## src/rtl/core/pps_pkg.sv

```systemverilog
// Shared types and codes of the periodic poll scheduler.
package pps_pkg;

   localparam logic [2:0] MODE_TICK    = 3'd0;
   localparam logic [2:0] MODE_ADD     = 3'd1;
   localparam logic [2:0] MODE_UPDATE  = 3'd2;
   localparam logic [2:0] MODE_REMOVE  = 3'd3;
   localparam logic [2:0] MODE_ERROR   = 3'd4;
   localparam logic [2:0] MODE_SUCCESS = 3'd5;

   localparam logic [1:0] KIND_CMD    = 2'd0;
   localparam logic [1:0] KIND_DROP   = 2'd1;
   localparam logic [1:0] KIND_STATUS = 2'd2;
   localparam logic [1:0] KIND_DONE   = 2'd3;

   localparam logic [1:0] STS_OK        = 2'd0;
   localparam logic [1:0] STS_DUP       = 2'd1;
   localparam logic [1:0] STS_FULL      = 2'd2;
   localparam logic [1:0] STS_NOT_FOUND = 2'd3;

   localparam logic [6:0] ERR_CAP       = 7'd100;
   localparam logic [6:0] BACKOFF_START = 7'd3;
   localparam logic [6:0] BACKOFF_FULL  = 7'd5;
   localparam logic [5:0] SKIP_MAX      = 6'd32;

   typedef struct packed {
      logic [31:0] id;
      logic [31:0] interval;
      logic [1:0]  bus;
      logic [15:0] tmpl;
      logic        has_tmpl;
      logic        enabled;
      logic [31:0] last_time;
      logic [6:0]  errors;
      logic [5:0]  skips;
   } slot_entry_type;

   typedef enum logic [1:0] {
      CTL_IDLE,
      CTL_WALK,
      CTL_FINISH
   } ctl_state_type;

   typedef struct packed {
      logic load;
      logic walk;
      logic finish;
   } ctl_cmd_type;

   typedef struct packed {
      logic mode_known;
      logic walk_done;
      logic fin_done;
   } dp_status_type;

endpackage

```

## src/rtl/core/pps_if.sv

```systemverilog
// Item channels of the poll scheduler: request and response.
interface pps_req_if;
   logic        valid;
   logic        ready;
   logic [2:0]  mode;
   logic [31:0] chan_id;
   logic [31:0] interval_ticks;
   logic [1:0]  bus_kind;
   logic [15:0] template_ref;
   logic        has_template;
   logic        chan_enabled;
   logic [31:0] now_ticks;
   logic        backpressure;

   modport source (output valid, mode, chan_id, interval_ticks, bus_kind, template_ref,
                   has_template, chan_enabled, now_ticks, backpressure, input ready);
   modport sink (input valid, mode, chan_id, interval_ticks, bus_kind, template_ref,
                 has_template, chan_enabled, now_ticks, backpressure, output ready);
endinterface

interface pps_rsp_if;
   logic        valid;
   logic        ready;
   logic [1:0]  kind;
   logic [1:0]  status;
   logic [31:0] out_chan_id;
   logic [1:0]  out_bus_kind;
   logic [15:0] out_template;
   logic [3:0]  active_count;
   logic        last;

   modport source (output valid, kind, status, out_chan_id, out_bus_kind, out_template,
                   active_count, last, input ready);
   modport sink (input valid, kind, status, out_chan_id, out_bus_kind, out_template,
                 active_count, last, output ready);
endinterface

```

## src/rtl/core/pps_ctrl.sv

```systemverilog
// Sequencing state machine of the poll scheduler: accept, slot walk, final result.
module pps_ctrl
   import pps_pkg::*;
(
   input  logic          clock,
   input  logic          reset,
   input  logic          req_valid,
   output logic          req_ready,
   input  dp_status_type sts,
   output ctl_cmd_type   cmd,
   output ctl_state_type state
);

   ctl_state_type state_ff, state_in;

   always_ff @(posedge clock) begin
      if (reset) begin
         state_ff <= CTL_IDLE;
      end else begin
         state_ff <= state_in;
      end
   end

   always_comb begin
      state_in  = state_ff;
      cmd       = '0;
      req_ready = 1'b0;
      case (state_ff)
         CTL_IDLE: begin
            req_ready = 1'b1;
            if (req_valid) begin
               cmd.load = 1'b1;
               // Unused modes are taken and dropped without any result.
               if (sts.mode_known) begin
                  state_in = CTL_WALK;
               end
            end
         end
         CTL_WALK: begin
            cmd.walk = 1'b1;
            if (sts.walk_done) begin
               state_in = CTL_FINISH;
            end
         end
         CTL_FINISH: begin
            cmd.finish = 1'b1;
            if (sts.fin_done) begin
               state_in = CTL_IDLE;
            end
         end
         default: begin
            state_in = CTL_IDLE;
         end
      endcase
   end

   assign state = state_ff;

endmodule

```

## src/rtl/core/pps_datapath.sv

```systemverilog
// Slot table, slot walk pipeline, table updates and result register of the poll scheduler.
module pps_datapath
   import pps_pkg::*;
#(
   parameter int CHANNELS = 8
) (
   input  logic                              clock,
   input  logic                              reset,
   input  ctl_cmd_type                       cmd,
   output dp_status_type                     sts,
   output logic [$clog2(CHANNELS + 1) - 1:0] act_cnt,
   input  logic [2:0]                        req_mode,
   input  logic [31:0]                       req_chan_id,
   input  logic [31:0]                       req_interval_ticks,
   input  logic [1:0]                        req_bus_kind,
   input  logic [15:0]                       req_template_ref,
   input  logic                              req_has_template,
   input  logic                              req_chan_enabled,
   input  logic [31:0]                       req_now_ticks,
   input  logic                              req_backpressure,
   input  logic                              rsp_ready,
   output logic                              rsp_valid,
   output logic [1:0]                        rsp_kind,
   output logic [1:0]                        rsp_status,
   output logic [31:0]                       rsp_out_chan_id,
   output logic [1:0]                        rsp_out_bus_kind,
   output logic [15:0]                       rsp_out_template,
   output logic [3:0]                        rsp_active_count,
   output logic                              rsp_last
);

   localparam int IW = (CHANNELS > 1) ? $clog2(CHANNELS) : 1;
   localparam int CW = $clog2(CHANNELS + 1);
   localparam logic [IW:0] END_IDX = (IW + 1)'(CHANNELS);

   // Latched request item.
   logic [2:0]  mode_ff;
   logic [31:0] id_ff;
   logic [31:0] intv_ff;
   logic [1:0]  bus_ff;
   logic [15:0] tmpl_ff;
   logic        has_ff;
   logic        en_ff;
   logic [31:0] now_ff;
   logic        press_ff;

   // Slot table: payload in a memory, active bits in flops.
   slot_entry_type slot_mem_ff [CHANNELS];
   logic [CHANNELS-1:0] act_ff, act_in;
   logic [CW-1:0]       cnt_ff, cnt_in;

   // Walk pipeline: read address, then evaluation of the read entry.
   logic [IW:0]    rd_idx_ff;
   logic           ev_vld_ff;
   logic [IW-1:0]  ev_idx_ff;
   slot_entry_type ev_ff;

   // Search results of a table walk.
   logic           found_ff;
   logic [IW-1:0]  m_idx_ff;
   slot_entry_type m_ff;
   logic           free_ff;
   logic [IW-1:0]  free_idx_ff;

   // Result register.
   logic        out_vld_ff;
   logic [1:0]  out_kind_ff;
   logic [1:0]  out_status_ff;
   logic [31:0] out_id_ff;
   logic [1:0]  out_bus_ff;
   logic [15:0] out_tmpl_ff;
   logic [3:0]  out_cnt_ff;
   logic        out_last_ff;

   logic           tick;
   logic           out_free;
   logic           ev_act;
   logic [31:0]    elapsed;
   logic           due;
   logic           backoff;
   logic [5:0]     thr;
   logic [5:0]     skips_inc;
   logic           proceed;
   slot_entry_type wb_entry;
   logic           emit_need;
   logic           advance;
   logic           is_match;
   logic           rd_en;
   logic           wr_en;
   logic [IW-1:0]  wr_idx;
   slot_entry_type wr_data;
   logic           fin_load;
   logic           fin_wr;
   logic [IW-1:0]  fin_idx;
   slot_entry_type fin_data;
   logic [1:0]     fin_status;
   logic [CW+3:0]  cnt_ext;
   logic [CW+3:0]  cnt_next_ext;

   assign tick     = (mode_ff == MODE_TICK);
   assign out_free = !out_vld_ff || rsp_ready;
   assign ev_act   = act_ff[ev_idx_ff];

   // Due test and exponential backoff for the slot under evaluation.
   always_comb begin
      elapsed   = now_ff - ev_ff.last_time;
      due       = ev_act && ev_ff.enabled && (elapsed >= ev_ff.interval);
      backoff   = ev_ff.errors > BACKOFF_START;
      thr       = (ev_ff.errors > BACKOFF_FULL) ? SKIP_MAX
                : (6'd1 << (ev_ff.errors[2:0] - BACKOFF_START[2:0]));
      skips_inc = ev_ff.skips + 6'd1;
      proceed   = !backoff || (skips_inc >= thr);
      wb_entry  = ev_ff;
      if (backoff) begin
         wb_entry.skips = proceed ? 6'd0 : skips_inc;
      end
      if (proceed) begin
         wb_entry.last_time = now_ff;
      end
   end

   assign emit_need = ev_vld_ff && tick && due && proceed && (press_ff || ev_ff.has_tmpl);
   assign advance   = cmd.walk && !(emit_need && !out_free);
   assign is_match  = ev_act && (ev_ff.id == id_ff);
   assign rd_en     = advance && (rd_idx_ff != END_IDX);

   // Final result and table change of the item.
   always_comb begin
      fin_status = STS_OK;
      fin_wr     = 1'b0;
      fin_idx    = m_idx_ff;
      fin_data   = m_ff;
      act_in     = act_ff;
      cnt_in     = cnt_ff;
      case (mode_ff)
         MODE_TICK: begin
            fin_status = STS_OK;
         end
         MODE_ADD: begin
            if (found_ff) begin
               fin_status = STS_DUP;
            end else if (!free_ff) begin
               fin_status = STS_FULL;
            end else begin
               fin_wr             = 1'b1;
               fin_idx            = free_idx_ff;
               fin_data.id        = id_ff;
               fin_data.interval  = intv_ff;
               fin_data.bus       = bus_ff;
               fin_data.tmpl      = tmpl_ff;
               fin_data.has_tmpl  = has_ff;
               fin_data.enabled   = en_ff;
               fin_data.last_time = '0;
               fin_data.errors    = '0;
               fin_data.skips     = '0;
               act_in[free_idx_ff] = 1'b1;
               cnt_in             = cnt_ff + CW'(1);
            end
         end
         default: begin
            if (!found_ff) begin
               fin_status = STS_NOT_FOUND;
            end else begin
               case (mode_ff)
                  MODE_UPDATE: begin
                     fin_wr            = 1'b1;
                     fin_data.interval = intv_ff;
                     fin_data.bus      = bus_ff;
                     fin_data.tmpl     = tmpl_ff;
                     fin_data.has_tmpl = has_ff;
                     fin_data.enabled  = en_ff;
                  end
                  MODE_REMOVE: begin
                     act_in[m_idx_ff] = 1'b0;
                     cnt_in           = cnt_ff - CW'(1);
                  end
                  MODE_ERROR: begin
                     fin_wr          = 1'b1;
                     fin_data.errors = (m_ff.errors < ERR_CAP) ? m_ff.errors + 7'd1 : ERR_CAP;
                  end
                  default: begin
                     fin_wr          = 1'b1;
                     fin_data.errors = (m_ff.errors != 7'd0) ? m_ff.errors - 7'd1 : 7'd0;
                     fin_data.skips  = '0;
                  end
               endcase
            end
         end
      endcase
   end

   assign fin_load     = cmd.finish && out_free;
   assign cnt_ext      = {4'b0, cnt_ff};
   assign cnt_next_ext = {4'b0, cnt_in};

   // Walk write-back and final update share the single write port.
   always_comb begin
      if (cmd.walk) begin
         wr_en   = advance && ev_vld_ff && tick && due;
         wr_idx  = ev_idx_ff;
         wr_data = wb_entry;
      end else begin
         wr_en   = fin_load && fin_wr;
         wr_idx  = fin_idx;
         wr_data = fin_data;
      end
   end

   always_ff @(posedge clock) begin
      if (wr_en) begin
         slot_mem_ff[wr_idx] <= wr_data;
      end
      if (rd_en) begin
         ev_ff <= slot_mem_ff[rd_idx_ff[IW-1:0]];
      end
   end

   always_ff @(posedge clock) begin
      if (cmd.load) begin
         mode_ff  <= req_mode;
         id_ff    <= req_chan_id;
         intv_ff  <= req_interval_ticks;
         bus_ff   <= req_bus_kind;
         tmpl_ff  <= req_template_ref;
         has_ff   <= req_has_template;
         en_ff    <= req_chan_enabled;
         now_ff   <= req_now_ticks;
         press_ff <= req_backpressure;
      end
      if (rd_en) begin
         ev_idx_ff <= rd_idx_ff[IW-1:0];
      end
      if (advance && ev_vld_ff && !tick) begin
         if (is_match && !found_ff) begin
            m_idx_ff <= ev_idx_ff;
            m_ff     <= ev_ff;
         end
         if (!ev_act && !free_ff) begin
            free_idx_ff <= ev_idx_ff;
         end
      end
   end

   always_ff @(posedge clock) begin
      if (reset) begin
         act_ff    <= '0;
         cnt_ff    <= '0;
         rd_idx_ff <= '0;
         ev_vld_ff <= 1'b0;
         found_ff  <= 1'b0;
         free_ff   <= 1'b0;
      end else begin
         if (fin_load) begin
            act_ff <= act_in;
            cnt_ff <= cnt_in;
         end
         if (cmd.load) begin
            rd_idx_ff <= '0;
            ev_vld_ff <= 1'b0;
            found_ff  <= 1'b0;
            free_ff   <= 1'b0;
         end else if (advance) begin
            ev_vld_ff <= rd_en;
            if (rd_en) begin
               rd_idx_ff <= rd_idx_ff + (IW + 1)'(1);
            end
            if (ev_vld_ff && !tick) begin
               if (is_match) begin
                  found_ff <= 1'b1;
               end
               if (!ev_act) begin
                  free_ff <= 1'b1;
               end
            end
         end
      end
   end

   always_ff @(posedge clock) begin
      if (reset) begin
         out_vld_ff <= 1'b0;
      end else if ((advance && emit_need) || fin_load) begin
         out_vld_ff <= 1'b1;
      end else if (rsp_ready) begin
         out_vld_ff <= 1'b0;
      end
   end

   always_ff @(posedge clock) begin
      if (advance && emit_need) begin
         out_kind_ff   <= press_ff ? KIND_DROP : KIND_CMD;
         out_status_ff <= STS_OK;
         out_id_ff     <= ev_ff.id;
         out_bus_ff    <= ev_ff.bus;
         out_tmpl_ff   <= ev_ff.tmpl;
         out_cnt_ff    <= cnt_ext[3:0];
         out_last_ff   <= 1'b0;
      end else if (fin_load) begin
         out_kind_ff   <= tick ? KIND_DONE : KIND_STATUS;
         out_status_ff <= fin_status;
         out_id_ff     <= '0;
         out_bus_ff    <= '0;
         out_tmpl_ff   <= '0;
         out_cnt_ff    <= cnt_next_ext[3:0];
         out_last_ff   <= 1'b1;
      end
   end

   assign sts.mode_known = (req_mode <= MODE_SUCCESS);
   assign sts.walk_done  = cmd.walk && (rd_idx_ff == END_IDX) && !ev_vld_ff;
   assign sts.fin_done   = fin_load;
   assign act_cnt        = cnt_ff;

   assign rsp_valid        = out_vld_ff;
   assign rsp_kind         = out_kind_ff;
   assign rsp_status       = out_status_ff;
   assign rsp_out_chan_id  = out_id_ff;
   assign rsp_out_bus_kind = out_bus_ff;
   assign rsp_out_template = out_tmpl_ff;
   assign rsp_active_count = out_cnt_ff;
   assign rsp_last         = out_last_ff;

endmodule

```

## src/rtl/core/periodic_poll_scheduler_backoff.sv

```systemverilog
// Top level of the periodic poll scheduler with exponential backoff.
//
//   channel | direction | handshake     | carries
//   req     | in        | valid / ready | mode, channel config, tick time, queue pressure
//   rsp     | out       | valid / ready | sample commands, drops, status, tick done
//
// An item is taken, then walked slot by slot through the table memory (one slot read per
// cycle while the walk is not held, the evaluation registered behind the read, and a
// closing step), and then given its final result.
// Unused modes are dropped without a walk. Reset is synchronous; it clears the active bits, so no
// table clearing pass follows it. A stalled rsp holds the walk at the slot whose sample
// waits for the result register; a new item is taken once the final result is loaded.
module periodic_poll_scheduler_backoff
   import pps_pkg::*;
#(
   parameter int CHANNELS = 8
) (
   input logic       clock,
   input logic       reset,
   pps_req_if.sink   req,
   pps_rsp_if.source rsp
);

   ctl_cmd_type   cmd;
   dp_status_type sts;
   ctl_state_type state;
   logic [$clog2(CHANNELS + 1) - 1:0] act_cnt;

   pps_ctrl u_ctrl (
      .clock     (clock),
      .reset     (reset),
      .req_valid (req.valid),
      .req_ready (req.ready),
      .sts       (sts),
      .cmd       (cmd),
      .state     (state)
   );

   pps_datapath #(
      .CHANNELS (CHANNELS)
   ) u_datapath (
      .clock              (clock),
      .reset              (reset),
      .cmd                (cmd),
      .sts                (sts),
      .act_cnt            (act_cnt),
      .req_mode           (req.mode),
      .req_chan_id        (req.chan_id),
      .req_interval_ticks (req.interval_ticks),
      .req_bus_kind       (req.bus_kind),
      .req_template_ref   (req.template_ref),
      .req_has_template   (req.has_template),
      .req_chan_enabled   (req.chan_enabled),
      .req_now_ticks      (req.now_ticks),
      .req_backpressure   (req.backpressure),
      .rsp_ready          (rsp.ready),
      .rsp_valid          (rsp.valid),
      .rsp_kind           (rsp.kind),
      .rsp_status         (rsp.status),
      .rsp_out_chan_id    (rsp.out_chan_id),
      .rsp_out_bus_kind   (rsp.out_bus_kind),
      .rsp_out_template   (rsp.out_template),
      .rsp_active_count   (rsp.active_count),
      .rsp_last           (rsp.last)
   );

   // A table operation gives exactly one item, so a status result is always the last.
   a_status_last: assert property (@(posedge clock) disable iff (reset)
      rsp.valid && (rsp.kind == KIND_STATUS) |-> rsp.last)
      else $error("status result without last");

   // Samples are never the final result of a tick.
   a_sample_not_last: assert property (@(posedge clock) disable iff (reset)
      rsp.valid && ((rsp.kind == KIND_CMD) || (rsp.kind == KIND_DROP)) |-> !rsp.last)
      else $error("sample result marked last");

   // The active count never exceeds the table size.
   a_count_bound: assert property (@(posedge clock) disable iff (reset)
      act_cnt <= ($clog2(CHANNELS + 1))'(CHANNELS))
      else $error("active count above table size");

   // A known mode starts a walk, so the next cycle takes no item.
   a_busy_after_take: assert property (@(posedge clock) disable iff (reset)
      req.valid && req.ready && (req.mode <= MODE_SUCCESS) |=> !req.ready && (state == CTL_WALK))
      else $error("item taken without walk");

endmodule

```

## src/flat_wrapper.sv

```systemverilog
// flat-port wrapper written by rule: the top's interface ports become plain ports
module periodic_poll_scheduler_backoff_flat import pps_pkg::*;
#(
   parameter int CHANNELS = 8
)
  (clock, reset, req_valid, req_mode, req_chan_id, req_interval_ticks, req_bus_kind, req_template_ref, req_has_template, req_chan_enabled, req_now_ticks, req_backpressure, req_ready, rsp_valid, rsp_kind, rsp_status, rsp_out_chan_id, rsp_out_bus_kind, rsp_out_template, rsp_active_count, rsp_last, rsp_ready);
  pps_req_if req_i ();
  pps_rsp_if rsp_i ();
  input logic clock;
  input logic reset;
  input wire logic [$bits(req_i.valid)-1:0] req_valid;
  input wire logic [$bits(req_i.mode)-1:0] req_mode;
  input wire logic [$bits(req_i.chan_id)-1:0] req_chan_id;
  input wire logic [$bits(req_i.interval_ticks)-1:0] req_interval_ticks;
  input wire logic [$bits(req_i.bus_kind)-1:0] req_bus_kind;
  input wire logic [$bits(req_i.template_ref)-1:0] req_template_ref;
  input wire logic [$bits(req_i.has_template)-1:0] req_has_template;
  input wire logic [$bits(req_i.chan_enabled)-1:0] req_chan_enabled;
  input wire logic [$bits(req_i.now_ticks)-1:0] req_now_ticks;
  input wire logic [$bits(req_i.backpressure)-1:0] req_backpressure;
  output wire logic [$bits(req_i.ready)-1:0] req_ready;
  output wire logic [$bits(rsp_i.valid)-1:0] rsp_valid;
  output wire logic [$bits(rsp_i.kind)-1:0] rsp_kind;
  output wire logic [$bits(rsp_i.status)-1:0] rsp_status;
  output wire logic [$bits(rsp_i.out_chan_id)-1:0] rsp_out_chan_id;
  output wire logic [$bits(rsp_i.out_bus_kind)-1:0] rsp_out_bus_kind;
  output wire logic [$bits(rsp_i.out_template)-1:0] rsp_out_template;
  output wire logic [$bits(rsp_i.active_count)-1:0] rsp_active_count;
  output wire logic [$bits(rsp_i.last)-1:0] rsp_last;
  input wire logic [$bits(rsp_i.ready)-1:0] rsp_ready;
  assign req_i.valid = req_valid;
  assign req_i.mode = req_mode;
  assign req_i.chan_id = req_chan_id;
  assign req_i.interval_ticks = req_interval_ticks;
  assign req_i.bus_kind = req_bus_kind;
  assign req_i.template_ref = req_template_ref;
  assign req_i.has_template = req_has_template;
  assign req_i.chan_enabled = req_chan_enabled;
  assign req_i.now_ticks = req_now_ticks;
  assign req_i.backpressure = req_backpressure;
  assign req_ready = req_i.ready;
  assign rsp_valid = rsp_i.valid;
  assign rsp_kind = rsp_i.kind;
  assign rsp_status = rsp_i.status;
  assign rsp_out_chan_id = rsp_i.out_chan_id;
  assign rsp_out_bus_kind = rsp_i.out_bus_kind;
  assign rsp_out_template = rsp_i.out_template;
  assign rsp_active_count = rsp_i.active_count;
  assign rsp_last = rsp_i.last;
  assign rsp_i.ready = rsp_ready;
  periodic_poll_scheduler_backoff #(.CHANNELS(CHANNELS)) u_core (.clock(clock), .reset(reset), .req(req_i), .rsp(rsp_i));
endmodule
```

## config.mk

```make
export PLATFORM = sky130hd
export DESIGN_NAME = periodic_poll_scheduler_backoff_flat
export DESIGN_NICKNAME = d
export VERILOG_FILES = /design/src/rtl/core/pps_pkg.sv /design/src/rtl/core/pps_if.sv /design/src/rtl/core/pps_ctrl.sv /design/src/rtl/core/pps_datapath.sv /design/src/rtl/core/periodic_poll_scheduler_backoff.sv /design/src/flat_wrapper.sv
export SDC_FILE = /design/constraint.sdc
export NUM_CORES = 2
export LEC_CHECK = 0
export BUFFER_PORTS_ARGS = -buffer_cell sky130_fd_sc_hd__buf_2
export CAP_MARGIN = 10
export CORE_MARGIN = 2
export CORE_UTILIZATION = 40
export DETAILED_ROUTE_END_ITERATION = 10
export HOLD_SLACK_MARGIN = 0.12
export PLACE_DENSITY = 0.66
export SLEW_MARGIN = 10
export SYNTH_ARGS = -nofsm -noshare
export SYNTH_HDL_FRONTEND = slang
export SYNTH_SLANG_ARGS = --single-unit
```

## constraint.sdc

```tcl
create_clock -name clock -period 42 [get_ports clock]
set_input_delay 4.2 -clock clock [delete_from_list [all_inputs] [get_ports clock]]
set_output_delay 4.2 -clock clock [all_outputs]
set_load 0.1 [all_outputs]
```

# After elaboration in Yosys (flattened, before gate mapping)
# Memories as Yosys holds them, arrays and structs flattened. A register that Yosys moved wholly into a read port is not among the register bits.
# Cells that the tools add are included.
# op_classes
addsub	8
mul	0
div	0
order_cmp	11
n_eq_ne	15
shift	1
mux	73
n_bitwise	5
reduce_logical	54
# ops
cell	n
$mux 129	3
$mux 32	5
$mux 52	2
$pmux 52 s2	1
$eq 32x32->1	1
$ge 32x32->1	1
$mux 16	2
$mux 8	4
$sub 32x32->32	1
$pmux 13 s2	1
$logic_and 1x1->1	24
$mux 4	6
$mux 6	4
$mux 2	10
$mux 1	19
$pmux 8 s2	1
$mux 7	2
$pmux 7 s2	1
$mux 13	1
$lt 3x4->1 const B	3
$mux 3	4
$logic_not 1->1	9
$add 4x1->4 const B	2
$and 8x8->8	1
other kinds (41)	59
# totals
ff_bits	339
latch_bits	0
ramBits	1032
romBits	0
output_inout_bits	61
wordCells	204
mem_count	1
# mem_list
name	depth	width	rd	rd_clocked_by_memory_dff	write_ports	line_no	rtl
u_core.u_datapath.slot_mem_ff	8	129	1	1	1	pps_datapath.sv:48	slot_entry_type slot_mem_ff [CHANNELS];

# Depth between registers and ports, before layout
# depth
ltp_word	16
mapped_depth	20
mapped_depth_nobuf	20

# Hierarchy
# Synthesis repeated with hierarchy kept, for this count alone.
# unflattened
cells_unflattened	3171
area_unflattened_um2	60026.3
# by_module_without_submodules
module	instances	cells_each	area_per_inst_um2
pps_datapath	1	3159	59915.0
pps_ctrl	1	12	111.4

# Worst setup path after synthesis
# No wires, ideal clock.
# synth_path
path_kind	input to register
start	input rsp_ready
end	memory u_core.u_datapath.slot_mem_ff[6][0] (netlist bit), enable pin
setup_ns	0.775
arrival_time_ns	13.740
path_slack_ns	27.485
cell_stages	5
cell_sequence	nand2b_1 > nand2_1 > clkbuf_1 > o22a_1 > nor3_1
# synth_between
elab_chain_len	11
word_cells_on_any_way	13
classes_between	mux: 3; reduce/logical: 10
# synth_rtl
element	line_no	rtl
start, declared	flat_wrapper.sv:30	input wire logic [$bits(rsp_i.ready)-1:0] rsp_ready;
$logic_or 1x1->1 (*)	pps_datapath.sv:101	assign out_free = !out_vld_ff || rsp_ready;
$logic_not 1->1	pps_datapath.sv:123	assign advance = cmd.walk && !(emit_need && !out_free);
$logic_and 1x1->1	pps_datapath.sv:123	
$logic_not 1->1	pps_datapath.sv:123	
$logic_and 1x1->1	pps_datapath.sv:123	
$logic_and 1x1->1 (3 in series)	pps_datapath.sv:199	wr_en = advance && ev_vld_ff && tick && due;
$mux 1 (*)	pps_datapath.sv:198	if (cmd.walk) begin
$mux 1 (*)	pps_datapath.sv:210	if (wr_en) begin
$mux 1 (not written as such) (*)	pps_datapath.sv:211	slot_mem_ff[wr_idx] <= wr_data;
end, declared	pps_datapath.sv:48	
# Mark *: on every way between the ends. The rest lies on a longest branch, timed or not.

# Final worst setup path
# layout_path
start	register u_core.u_datapath.now_ff[0]
end	memory u_core.u_datapath.slot_mem_ff[1][42] (netlist bit), enable pin
# layout_between
elab_chain_len	15
# layout_rtl
element	line_no	rtl
start, declared	pps_datapath.sv:44	logic [31:0] now_ff;
start signal, assigned	pps_datapath.sv:227	now_ff <= req_now_ticks;
$sub 32x32->32 (*)	pps_datapath.sv:106	elapsed = now_ff - ev_ff.last_time;
$ge 32x32->1 (*)	pps_datapath.sv:107	due = ev_act && ev_ff.enabled && (elapsed >= ev_ff.interval);
$logic_and 1x1->1 (*)	pps_datapath.sv:107	
$logic_and 1x1->1 (3 in series)	pps_datapath.sv:122	assign emit_need = ev_vld_ff && tick && due && proceed && (press_ff || ev_ff.has_tmpl);
$logic_and 1x1->1	pps_datapath.sv:123	
$logic_not 1->1	pps_datapath.sv:123	
$logic_and 1x1->1	pps_datapath.sv:123	
$logic_and 1x1->1 (2 in series)	pps_datapath.sv:199	
$logic_and 1x1->1 (*)	pps_datapath.sv:199	
$mux 1 (*)	pps_datapath.sv:198	
$mux 1 (*)	pps_datapath.sv:210	
$mux 1 (not written as such) (*)	pps_datapath.sv:211	
# Marks and branches as above.

==> flow_metrics.tcl <==
set metrics [dict create \
    status "complete, no violations" \
    synth_ff_type "edfxtp_1" \
    p_total_uw 3260 \
    finalHoldViolCount 0 \
    yosysTopAreaCellShare 0.738 \
    p_int_uw 2550 \
    cts-root-buf "clkbuf_16" \
    p_sw_uw 716 \
    antenna_cells 0 \
    switching_share 0.219 \
    drive_gt1_frac 0.244 \
    syn-cell-area_sq_um 60000 \
    r2r_cells 21 \
    fin_crit_sh 0.158 \
    whs_endpoint "u_core.u_datapath.m_ff[26]$_DFFE_PP_" \
    portBuffers 184 \
    max_freq_ghz 0.151 \
    cts_setup_buffers 0 \
    vias_per_cell 5.36 \
    p_seq_frac 0.526 \
    ys_seq_elements 1500 \
    p_leak_uw 0.0219 \
    finish.utilization 0.457 \
    grt_antenna_before_repair 6 \
    path_clk_slew_ns 0.06 \
    critPathMaxFanout 46 \
    nets 3640 \
    fillCellCount 12500 \
    synth_warnings 0 \
    cts_sinks 1500 \
    worstPathRequired_ns 42.39 \
    max_cap_viol_count 0 \
    rows 142 \
    vias 29900 \
    dieArea_sq_um 153000 \
    overflow 0 \
    cts_hold_buf 0 \
    async_flop_share 0 \
    clockBufferDepth 3 \
    grt_first_pass_wirelength_mm 194 \
    fin_hold_ws_ns 0.447 \
    tns_ns 0 \
    finClkSkew_ns 0.0333 \
    start_kind "register" \
    fp.dieH_microns 391 \
    route.detailed.drc 0 \
    worst_hold_path_type "reg -> reg" \
    fp.dieW_microns 391 \
    first_iter_violations 2646 \
    clkLatencyLatePin_ns 0.76 \
    grt_start_max_net_pins 137 \
    synth_top_area_cell "edfxtp_1" \
    totalWireLength_mm 131 \
    grt_util_all_layers 0.171 \
    p_comb_frac 0.068 \
    fin_ws_ns 35.37 \
    arrival_ns 7.02 \
    cts_buffers 147 \
    clkPwrFrac 0.406 \
    crit_type "reg -> reg" \
    worstHoldStart "u_core.u_datapath.ev_ff[26]$_DFFE_PP_" \
    period_needed_ns 6.63 \
    finalMaxSlewViolations 0 \
    ios 185 \
    post_drt_wl_per_cell_microns 23.5 \
    end_kind "register" \
    core-area_sq_um 149000 \
    synthTopCellsByCount "edfxtp_1, mux4_2, nand2_1" \
    firstDrtPassIters 6 \
    grt_pass1_vias 30300 \
    yosysSeqAreaShare 0.746 \
    yosys.cell_types.count 78 \
    vdd_drop_max_mv 0.0408 \
    dp_slack_ns 34.65 \
    yosysMostFrequentCell "edfxtp_1" \
    synthTopCellsByArea "edfxtp_1, mux4_2, mux2_2" \
    synthCells 3203 \
    avgSynthCellArea_sq_um 18.7 \
    tightest_slew_ns 1.16 \
    r2r_start "u_core.u_datapath.now_ff[0]$_DFFE_PP_" \
    r2r-end "u_core.u_datapath.slot_mem_ff[1][42]$_DFFE_PP_" \
    synthToLayoutAreaGrowth_pct 13.7 \
    ctsResizeCount 0 \
    r2r_setup_slack_ns 35.37 \
    whs_path_depth 0 \
    antenna_left 0 \
    start_util 0.402 \
    dp.final_hpwl_mm 73.2 \
    relSlewSlack 0.218 \
    htree_levels 4 \
    cts_tree "yes" \
    power_per_cell_area_nw_per_um2 47.8 \
    finalSetupViolCount 0 \
    grt_setup_unrepaired "no" \
    routabilityCongestion 0.804 \
    synth-edff-count 1475 \
]
routing by layer:
| metal | share of wire | up-vias | track usage |
|---|---|---|---|
| li1 | - | 13300 | - |
| met1 | 0.42 | 15400 | 0.229 |
| met2 | 0.49 | 979 | 0.283 |
| met3 | 0.059 | 180 | 0.0296 |
| met4 | 0.026 | 0 | 0.0541 |
| met5 | 0 | - | 0 |
cell families (layout without fill, tap and decap cells):
family	after synthesis	count (layout)	synth area share
AOI/OAI and AO/OA	384	384	0.0387
xor gates and xnor gates	63	63	0.00919
adders and majority gates	78	78	0.0164
buffers and inverters	230	578	0.0148
DFF	1500	1500	0.746
muxes	481	481	0.137
other	1	2	0.0000625
and+or+nand+nor	466	466	0.0374
sequential cells by signal (all words and copies together), names as in the netlist, 3 cells and up:
register / cells
u_core.u_datapath.act_cnt: 4
u_core.u_datapath.act_ff: 8
u_core.u_datapath.ev_ff: 129
u_core.u_datapath.ev_idx_ff: 3
u_core.u_datapath.free_idx_ff: 3
u_core.u_datapath.id_ff: 32
u_core.u_datapath.intv_ff: 32
u_core.u_datapath.m_ff: 129
u_core.u_datapath.m_idx_ff: 3
u_core.u_datapath.mode_ff: 3
u_core.u_datapath.now_ff: 32
u_core.u_datapath.rd_idx_ff: 4
u_core.u_datapath.rsp_active_count: 4
u_core.u_datapath.rsp_out_chan_id: 32
u_core.u_datapath.rsp_out_template: 16
u_core.u_datapath.slot_mem_ff: 1032
u_core.u_datapath.tmpl_ff: 16
critical path: stages, from the launching register on:
cell	delay [ns]
edfxtp_1	0.37
inv_1	0.08
ha_1	0.18
inv_1	0.06
fa_1	0.40
a21oi_1	0.19
nor2_1	0.10
o2111a_1	0.26
o31ai_1	0.33
a21boi_0	0.18
or4b_2	0.62
nand3_1	0.11
ha_1	0.18
nand4_1	0.13
nor4_1	0.30
a32oi_1	0.13
a21oi_1	0.29
o31ai_4	0.20
o22a_1	0.37
nor3_2	0.27
buf_4	0.72
buf_4	0.66
power groups by stage:
| stage | clock network, uW | logic, uW | registers, uW |
|---|---|---|---|
| global route | 1410 | 248 | 1720 |
| finish | 1320 | 223 | 1720 |
| floorplan | 0 | 157 | 1740 |
| detailed placement | 0 | 223 | 1750 |
| global placement | 0 | 219 | 1750 |
| CTS | 1350 | 224 | 1720 |
cells in the final DEF, fill, tap and decap left out, types with 25 or more instances in the layout:
cell type | netlist | final
clkinv_2 | 0 | 31
o22ai_1 | 38 | 38
mux2i_1 | 90 | 90
a21oi_1 | 99 | 99
clkbuf_16 | 0 | 154
and2_1 | 58 | 57
mux4_2 | 258 | 258
clkinv_1 | 0 | 25
edfxtp_1 | 1475 | 1475
o21ai_0 | 131 | 130
xnor2_1 | 49 | 49
nand3_1 | 25 | 25
ha_1 | 77 | 77
mux2_2 | 130 | 130
nor2_1 | 85 | 83
buf_4 | 0 | 35
inv_1 | 89 | 89
nand2_1 | 181 | 180
buf_2 | 20 | 184
final cells by class:
type                            count  area, sq um  area share
Sequential cell                  1500        44800       0.656
Inverter                           90          338     0.00495
Multi-Input combinational cell   1474        14500       0.212
Clock buffer                      176         3940      0.0577
Timing Repair Buffer              225         1300      0.0191
Tap cell                         2016         2520      0.0370
Clock inverter                     87          905      0.0133
worst max path at each step:
stage | startpoint | end | slack, ns | depth (start not counted)
6_report | u_core.u_datapath.now_ff[0]$_DFFE_PP_ | u_core.u_datapath.slot_mem_ff[1][42]$_DFFE_PP_ | 35.37 | 21
5_1_grt | u_core.u_datapath.now_ff[0]$_DFFE_PP_ | u_core.u_datapath.slot_mem_ff[3][1]$_DFFE_PP_ | 34.82 | 21
4_1_cts | u_core.u_datapath.now_ff[0]$_DFFE_PP_ | u_core.u_datapath.slot_mem_ff[3][74]$_DFFE_PP_ | 35.33 | 21
3_5_place_dp | rsp_ready | u_core.u_datapath.slot_mem_ff[3][1]$_DFFE_PP_ | 34.65 | 7
3_3_place_gp | rsp_ready | u_core.u_datapath.slot_mem_ff[3][42]$_DFFE_PP_ | 34.77 | 7
2_1_floorplan | rsp_ready | u_core.u_datapath.slot_mem_ff[6][0]$_DFFE_PP_ | 27.48 | 5
stage by stage:
stage,cell area [sq um],instances
6_report,68300,5568
5_1_grt,68300,5568
4_1_cts,68300,5568
3_5_place_dp,63400,5305
3_3_place_gp,63400,5305
2_1_floorplan,60000,3204
Note: power is estimated with default switching activity, not from simulation.
